## config.mk

```make
export PLATFORM = sky130hd
export DESIGN_NAME = tcw_front
export DESIGN_NICKNAME = d
export VERILOG_FILES = /design/src/design/tcw_pkg.sv /design/src/design/tcw_front.sv
export SDC_FILE = /design/constraint.sdc
export NUM_CORES = 1
export LEC_CHECK = 0
export BUFFER_PORTS_ARGS = -buffer_cell sky130_fd_sc_hd__buf_2
export CAP_MARGIN = 0
export CORE_ASPECT_RATIO = 0.5
export CORE_MARGIN = 2
export CORE_UTILIZATION = 50
export CTS_CLUSTER_SIZE = 24
export DETAILED_ROUTE_END_ITERATION = 7
export GPL_TIMING_DRIVEN = 0
export PLACE_DENSITY = 0.76
export RECOVER_POWER = 100
export SYNTH_ARGS = -nofsm -noshare
export SYNTH_HDL_FRONTEND = slang
export SYNTH_SLANG_ARGS = --single-unit
```

## constraint.sdc

```tcl
create_clock -name clk -period 3.9 [get_ports clk]
set_input_delay 0.585 -clock clk [delete_from_list [all_inputs] [get_ports clk]]
set_output_delay 0.585 -clock clk [all_outputs]
set_load 0.01 [all_outputs]
```

## src/design/tcw_pkg.sv

```systemverilog
`default_nettype none
package tcw_pkg;

  localparam int COLUMNS = 80;
  localparam int ROWS    = 25;
  localparam int CELLS   = COLUMNS * ROWS;

  localparam int ADDR_W  = $clog2(CELLS);
  localparam int CCOL_W  = $clog2(COLUMNS);
  localparam int CROW_W  = $clog2(ROWS + 1);

  localparam logic [ADDR_W-1:0] COLS_A     = ADDR_W'(COLUMNS);
  localparam logic [ADDR_W-1:0] CELL_LAST  = ADDR_W'(CELLS - 1);
  localparam logic [ADDR_W-1:0] MOVE_CELLS = ADDR_W'(CELLS - COLUMNS);
  localparam logic [8:0]        COL_LIM    = 9'(COLUMNS);
  localparam logic [8:0]        ROW_LIM    = 9'(ROWS);
  localparam logic [CCOL_W-1:0] COL_LAST   = CCOL_W'(COLUMNS - 1);
  localparam logic [CROW_W-1:0] ROW_LAST   = CROW_W'(ROWS - 1);
  localparam logic [CROW_W-1:0] ROW_END    = CROW_W'(ROWS);

  localparam logic [1:0] ACT_CHAR  = 2'd0;
  localparam logic [1:0] ACT_CLEAR = 2'd1;
  localparam logic [1:0] ACT_WRITE = 2'd2;
  localparam logic [1:0] ACT_READ  = 2'd3;

  localparam logic [7:0] CH_NUL       = 8'd0;
  localparam logic [7:0] CH_BACKSPACE = 8'd8;
  localparam logic [7:0] CH_NEWLINE   = 8'd10;
  localparam logic [7:0] CH_SPACE     = 8'd32;
  localparam logic [7:0] FILL_ATTR    = 8'h0F;

  typedef enum logic [2:0] {
    KD_NOP,
    KD_CHAR,
    KD_NEWLINE,
    KD_BACKSPACE,
    KD_CLEAR,
    KD_WRITE,
    KD_READ
  } kind_t;

  typedef struct packed {
    kind_t             kind;
    logic [7:0]        ch;
    logic [7:0]        attr;
    logic [ADDR_W-1:0] addr;
  } cmd_t;

  typedef enum logic [1:0] {
    ST_IDLE,
    ST_READ,
    ST_COPY,
    ST_FILL
  } state_t;

  function automatic logic [ADDR_W-1:0] cell_addr(input logic [ADDR_W-1:0] r,
                                                  input logic [ADDR_W-1:0] c);
    cell_addr = r * COLS_A + c;
  endfunction

endpackage
`default_nettype wire

```

## src/design/tcw_front.sv

```systemverilog
`default_nettype none
module tcw_front import tcw_pkg::*; (
  input  wire logic             clk,
  input  wire logic             rst,
  input  wire logic             req_valid,
  output logic                  req_stall,
  input  wire logic [1:0]       action,
  input  wire logic [7:0]       char_code,
  input  wire logic [7:0]       color,
  input  wire logic signed [8:0] column,
  input  wire logic signed [8:0] row,
  output cmd_t                  cmd,
  output logic                  cmd_valid,
  input  wire logic             cmd_pop
);

  cmd_t       q [2];
  logic       wptr;
  logic       rptr;
  logic [1:0] count;
  logic       push;
  logic       on_screen;
  cmd_t       cls;

  // negative positions have the sign bit set and fail the check
  assign on_screen = !column[8] && (column < COL_LIM) && !row[8] && (row < ROW_LIM);

  always_comb begin
    cls.ch   = char_code;
    cls.attr = color;
    cls.addr = cell_addr(ADDR_W'(row[7:0]), ADDR_W'(column[7:0]));
    case (action)
      ACT_CHAR: begin
        if (char_code == CH_NEWLINE) begin
          cls.kind = KD_NEWLINE;
        end else if (char_code == CH_BACKSPACE) begin
          cls.kind = KD_BACKSPACE;
        end else if (char_code == CH_NUL) begin
          cls.kind = KD_NOP;
        end else begin
          cls.kind = KD_CHAR;
        end
      end
      ACT_CLEAR: cls.kind = KD_CLEAR;
      ACT_WRITE: cls.kind = on_screen ? KD_WRITE : KD_NOP;
      ACT_READ:  cls.kind = on_screen ? KD_READ : KD_NOP;
      default:   cls.kind = KD_NOP;
    endcase
  end

  assign req_stall = count[1];
  assign push      = req_valid && !req_stall;
  assign cmd_valid = (count != 2'd0);
  assign cmd       = q[rptr];

  always_ff @(posedge clk) begin
    if (push) begin
      q[wptr] <= cls;
    end
  end

  always_ff @(posedge clk) begin
    if (rst) begin
      wptr  <= 1'b0;
      rptr  <= 1'b0;
      count <= 2'd0;
    end else begin
      if (push) begin
        wptr <= !wptr;
      end
      if (cmd_pop) begin
        rptr <= !rptr;
      end
      count <= count + 2'(push) - 2'(cmd_pop);
    end
  end

endmodule
`default_nettype wire

```

======== Yosys cells after proc, flatten, opt, wreduce, memory -nomap -nowiden ========
Memories as Yosys holds them, arrays and structs flattened. A register that Yosys moved wholly into a read port is not among the register bits.
Index checks and enable logic that the tools add are counted.
cells by class
  $add $sub $neg .......................... 3
  $mul .................................... 1
  divide/modulo/power cells ............... 0
  magnitude comparators ................... 2
  equality and inequality tests ........... 5
  shift operators ......................... 0
  multiplexer cells ....................... 10
  bitwise operators ....................... 0
  reduce and logical (&&, ||, !) cells .... 12
operator list
  operator                                                    count
  == test 8 x 4 -> 1 bit, second input constant               2
  case mux 3 bit (4 select lines)                             1
  adder 11 x 8 -> 11 bit                                      1
  less-than comparator 9 x 5 -> 1 bit, second input constant  1
  less-than comparator 9 x 7 -> 1 bit, second input constant  1
  zero test 8 bit                                             1
  multiplier 8 x 3 -> 7 bit, second input constant            1
  two-way mux 3 bit                                           2
  zero test 1 bit                                             5
  two-way mux 1 bit                                           5
  == test 2 bit, second input constant                        2
  logical AND 1 bit                                           4
  two-way mux 2 bit                                           2
  adder 2 x 1 -> 2 bit                                        1
  == test 2 x 1 -> 1 bit, second input constant               1
  zero test 2 bit                                             1
  nonzero test 2 bit                                          1
  subtractor 2 x 1 -> 2 bit                                   1
storage, ports and cells
  flip-flop bits (word level) ............. 4
  bits in latches ......................... 0
  bits in writable memories ............... 60
  memory bits (read-only) ................. 0
  logic and storage cells ................. 37
  memories kept ........................... 1
memory list
  name  depth  bits a word  rd ports  clocked after memory_dff  write ports  RTL line         source
  q     2      30           1         1                         1            tcw_front.sv:17  cmd_t q [2];

======== Longest topological paths before layout ========
Gate-level depths: netlist of run 1.
  depth in word-level cells ............... 6
  mapped depth ............................ 7
  gate-level depth less buffers ........... 7

======== Least setup slack after synthesis of run 1 ========
Ideal clock, no wire load.
  path kind ............................... input-to-reg
  start point ............................. in req_valid
  end point ............................... mem q[0][0] (netlist name), enable pin
  data arrival time ....................... 1.979 ns
  data required time ...................... 3.483 ns
  slack ................................... 1.504 ns
  cell stages on the path ................. 2
  path buffers ............................ 0
  cells stage by stage .................... nand2b_1 > nor2_1
on the way
  longest elaborated chain between the ends .. 3
ends and longest elaborated chain
  what                                     RTL line         source
  from (decl)                              tcw_front.sv:5   input wire logic req_valid,
  logical AND 1 bit                        tcw_front.sv:52  assign push = req_valid && !req_stall;
  two-way mux 1 bit                        tcw_front.sv:57  if (push) begin
  two-way mux 1 bit (not written as such)  tcw_front.sv:58  q[wptr] <= cls;
  to (decl)                                tcw_front.sv:17
No other way between the ends.

==> reports/metrics.cfg, run 1 <==
[final_layout]
fin_nets=303
area_growth_pct=20.8
final_cell_mix=edfxtp_1 (60), clkbuf_1 (49), mux2_2 (30)
layout.cells.most_common=edfxtp_1
antenna_cells=0
fillerInstances=453
final_cell_count_no_fill=326
regArea_mm2=0.00190
final_layout_size_suffix_gt1_frac=0.281
finalInstanceArea_mm2=0.00337
multi_input_area_um2=857

[critical_path]
cp-end-kind=primary output
worst-r2r-setup-slack_ns=2.19
rr_worst_depth=2
path_max_fanout=10
crit_type=reg -> out
r2r_start=count[1]
worst_ep_arrival_time_ns=1.68
rr_endpoint=q[0][15]
start_kind=register
cp_data_required_time_ns=3.31

[job]
cap_violations=0

[logic_synthesis]
async_reset_ff_frac=0
ys_types=25
synth-seq-cells=65
synth_area_mm2=0.00279
synth_fa_ha_area_frac=0.0728
synthFlopType=edfxtp_1
syn_avg_cell_area_um2=16.8
synthSimpleGateAreaFrac=0.0373
synth_xor_area_frac=0.0440
ys_warn_count=0
synth_top_family_by_area=multiplexers
synth_cells=166
ys_seq_area_frac=0.683
synth-edff-count=60
synth_compound_area_frac=0.0270
muxShareOfSynthArea=0.121
synthesis.nets=221

[min_path]
hold_path.class=in -> reg
whs_endpoint=q[1][0]
hold_path_startpoint=column[0]
hold-path-cell-count=1

[clock_tree]
insertion_delay_ns=0.32
cts_tree=yes
clock-sinks=65
cts_root_buf=clkbuf_8
clk_transition_reported_paths_ns=0.06
postCtsSetupBuffers=0
cts_made_buffers=9
cts_max_path_buffers=2
cts_resized=0
cts_hold_buf=0
cts_htree_levels=3

[sta]
setup_viol=0
post-route-period-util=0.580
finalMaxSlewViolations=0
worst_slew_pin_slew_ns=0.860
fmax_mhz=442
max_slew_margin=0.425
fin_crit_ns=2.26
clock_skew_ns=0.00428
setup_tns_ns=0
whs_ns=0.449
rsz0062_at_grt=no
hold_viol=0

[place]
dp.cells=310
gp_routability_congestion=0.721
port_buffers=71
dp_hpwl_mm=3.32
placedInstanceArea_mm2=0.00325

[routing]
route.detailed.drc=0
drtIter0Drc=55
dr.pass1.iters=4
wl_per_cell_um=13.7
routed_wl_mm=4.46
postRouteAntennaNets=0
vias_per_cell=4.94
via_count=1612

[floorplan]
num_rows=19
ios=72
die_h_um=56.8
core_mm2=0.00542
die-area_mm2=0.00622
start_util=0.514
die_w_um=110

[grt]
grt_pass1_vias=1623
grt.overflow.total=0
grt_util_all_layers=0.154
grt_start_max_net_pins=31
grt_antenna_before_repair=0
grt_pass1_wl_mm=7.05

[power]
power.density_mw_per_mm2=559
max-vdd-ir-drop_uv=228
p_leak_nw=1.23
power_mw=1.88

[outcome]
status=complete, no violations

[report_power, final]
part | total [mW] | internal, mW | switching, mW
logic | 0.414 | 0.172 | 0.241
clock network | 0.504 | 0.288 | 0.217
registers | 0.962 | 0.928 | 0.0347
[through the flow]
step | util | setup WS, ns
after detailed placement | 0.599 | 1.37
after global routing | 0.621 | 1.49
after global placement | 0.596 | 0.780
after floorplan | - | 1.50
final | 0.621 | 1.64
after CTS | 0.632 | 1.71
[sequential cells by signal (all words and copies together), names as in the netlist, named ones only]
signal  cells
wptr        1
rptr        1
q          60
count       2
[Yosys cell counts (all sizes together), types with 2 or more instances]
cell | count | area (um^2)
ha | 13 | 163
xnor2 | 9 | 78.8
a21o | 4 | 30.0
fa | 2 | 40.0
o21ai | 2 | 10.0
edfxtp | 60 | 1800
nor2 | 8 | 30.0
xor2 | 5 | 43.8
nand2b | 2 | 12.5
a21oi | 4 | 20.0
mux2 | 30 | 338
nor3 | 2 | 10.0
inv | 7 | 26.3
dfxtp | 5 | 100
buf | 3 | 15.0
[critical path: stages, from the launching register on]
cell	delay, ns
dfxtp_1	0.35
clkbuf_1	0.46
mux2_2	0.40
clkbuf_1	0.14
[per-layer routing]
layer / track usage / share of wire / up-vias
met4: 0.0597 / 0.0092 / 0
met5: 0 / 0 / -
met1: 0.173 / 0.43 / 777
met3: 0.0488 / 0.052 / 4
li1: - / - / 794
met2: 0.272 / 0.51 / 37
[cells by family after synthesis]
| group | after synthesis |
|---|---|
| xor+xnor | 14 |
| mux | 30 |
| flops | 65 |
| buf+inv | 10 |
| fa+ha+maj | 15 |
| compound gates | 12 |
| simple gates | 20 |
[worst max path at each step]
stage	start	end	slack [ns]
2_1_floorplan	req_valid	q[0][0]	1.50
3_3_place_gp	req_valid	q[1][25]	0.78
3_5_place_dp	row[1]	q[1][9]	1.37
4_1_cts	row[1]	q[0][9]	1.71
5_1_grt	register	cmd[14]	1.49
6_report	register	cmd[14]	1.64
[area by class of cell]
type	instances	share of cell area
Clock inverter	5	0.0138
Multi-Input combinational cell	91	0.255
Buffer	3	0.00335
Clock buffer	11	0.0390
Tap cell	73	0.0271
Timing Repair Buffer	71	0.0892
Inverter	7	0.00781
Sequential cell	65	0.565
(Power assumes the default switching activity.)
==> inputs of run 2 (changes only) <==
clock period = 2.3 ns   (was 3.9 ns; I/O delays follow)
==> reports/metrics.cfg, run 2 (same netlist as run 1, synthesis figures left out) <==
[final_layout]
antenna_cells=0
top_regs=q x60, count x2
fin_nets=303
area_growth_pct=21.0
largest_reg_flops=60
final_layout_size_suffix_gt1_frac=0.292
finish.utilization=0.622
final_cell_count_no_fill=326
fillerInstances=451
layout.cells.most_common=edfxtp_1
regMostFlops=q
final_cell_mix=edfxtp_1 (60), clkbuf_1 (46), mux2_2 (30), buf_2 (30), ha_1 (13)

[floorplan]
core_mm2=0.00542
die-area_mm2=0.00622
start_util=0.514
die_w_um=110
num_rows=19
die_h_um=56.8
ios=72

[clock_tree]
insertion_delay_ns=0.32
cts_max_path_buffers=2
cts_tree=yes
clock-sinks=65
cts_hold_buf=0
cts_made_buffers=9
cts_root_buf=clkbuf_8
postCtsSetupBuffers=0
cts_htree_levels=3
clk_transition_reported_paths_ns=0.07
cts_resized=0

[critical_path]
rr_worst_depth=2
path_delay_family=buffers and inverters
cpMostUsedCell=clkbuf_1
worst_ep_arrival_time_ns=1.66
cp-endpoint=cmd[24]
cp_data_required_time_ns=1.96
worstPathCellList=clkbuf_1, mux2_2, clkbuf_1
r2r_start=count[1]
crit_cells=3
crit_type=reg -> out
cp.buffers_inverters=2
rr_endpoint=q[0][12]
start_kind=register
crit_path_top_delay_cell=clkbuf_1
path_max_fanout=10
max_stage_delay_ns=0.45
cp-end-kind=primary output
worst-r2r-setup-slack_ns=0.59

[routing]
routed_wl_mm=4.48
via_count=1610
wl_per_cell_um=13.7
dr.pass1.iters=4
route.detailed.drc=0
vias_per_cell=4.94
drtIter0Drc=57
postRouteAntennaNets=0

[place]
dp.cells=310
port_buffers=71
dp_hpwl_mm=3.32
gp_routability_congestion=0.721

[power]
p_leak_nw=1.24
power.density_mw_per_mm2=947
max-vdd-ir-drop_uv=387

[sta]
fin_crit_ns=2.01
setup_viol=0
rsz0062_at_grt=no
hold_viol=0
finalMaxSlewViolations=0
max_slew_margin=0.427
worst_slew_pin_slew_ns=0.858
fmax_mhz=499
clock_skew_ns=0.00442
post-route-period-util=0.872

[job]
cap_violations=0

[grt]
grt_antenna_before_repair=0
grt_util_all_layers=0.154
grt_pass1_vias=1623
grt.overflow.total=0
grt_pass1_wl_mm=7.05
grt_start_max_net_pins=31

[outcome]
status=complete, no violations

[min_path]
hold_path.class=in -> reg

[run 2: cell types whose count changed in the layout (fill, tap and decap cells not counted)]
cell / change
buf_2: +3
clkbuf_1: -3
[run 2: per-layer routing]
metal  up-vias  GRT usage  wire (um)
met3         4     0.0488        233
li1        794          -          -
met1       774      0.173       1950
met2        38      0.272       2250
met4         0     0.0597         42
met5         -          0          0
[run 2: worst min path at each step]
stage / startpoint / endpoint / slack, ns / cells after the start
3_3_place_gp: rptr / rptr / 0.50 / 2
5_1_grt: column[0] / q[1][0] / 0.19 / 1
6_report: column[0] / q[1][0] / 0.21 / 1
4_1_cts: column[0] / q[1][0] / 0.19 / 1
2_1_floorplan: rst / count[0] / 0.42 / 1
3_5_place_dp: rptr / register / 0.53 / 2
[run 2: worst reg2reg max path, stage by stage, from the launching register on]
cell,delay [ns]
dfxtp_1,0.34
nand2b_1,0.28
nor2_4,0.71
[run 2: layout make-up]
type,count,area [um^2],area share
repair buffers,71,302,0.0895
flip-flops and latches,65,1900,0.564
plain buffers,3,13.8,0.00408
multi-input cells,91,857,0.254
clock inverters,5,46.3,0.0137
clock buffers,11,131,0.0390
well taps,73,91.3,0.0271
inverters,7,26.3,0.00780
[run 2: through the flow]
step	setup TNS [ns]	power [mW]	worst slack, ns	area [um^2]	hold WS, ns
floorplan	0	2.12	0.0378	2790	0.417
global placement	-34.67	2.37	-0.580	3230	0.497
detailed placement	0	2.41	0.0145	3250	0.526
CTS	0	3.27	0.354	3420	0.193
global route	0	3.36	0.179	3370	0.187
finish	0	3.19	0.295	3370	0.207
[run 2: power by group]
part | leakage, nW | switching, mW | internal (mW) | total (mW)
Sequential | 0.601 | 0.0591 | 1.57 | 1.63
Combinational | 0.549 | 0.409 | 0.293 | 0.702
Clock | 0.0898 | 0.369 | 0.488 | 0.857
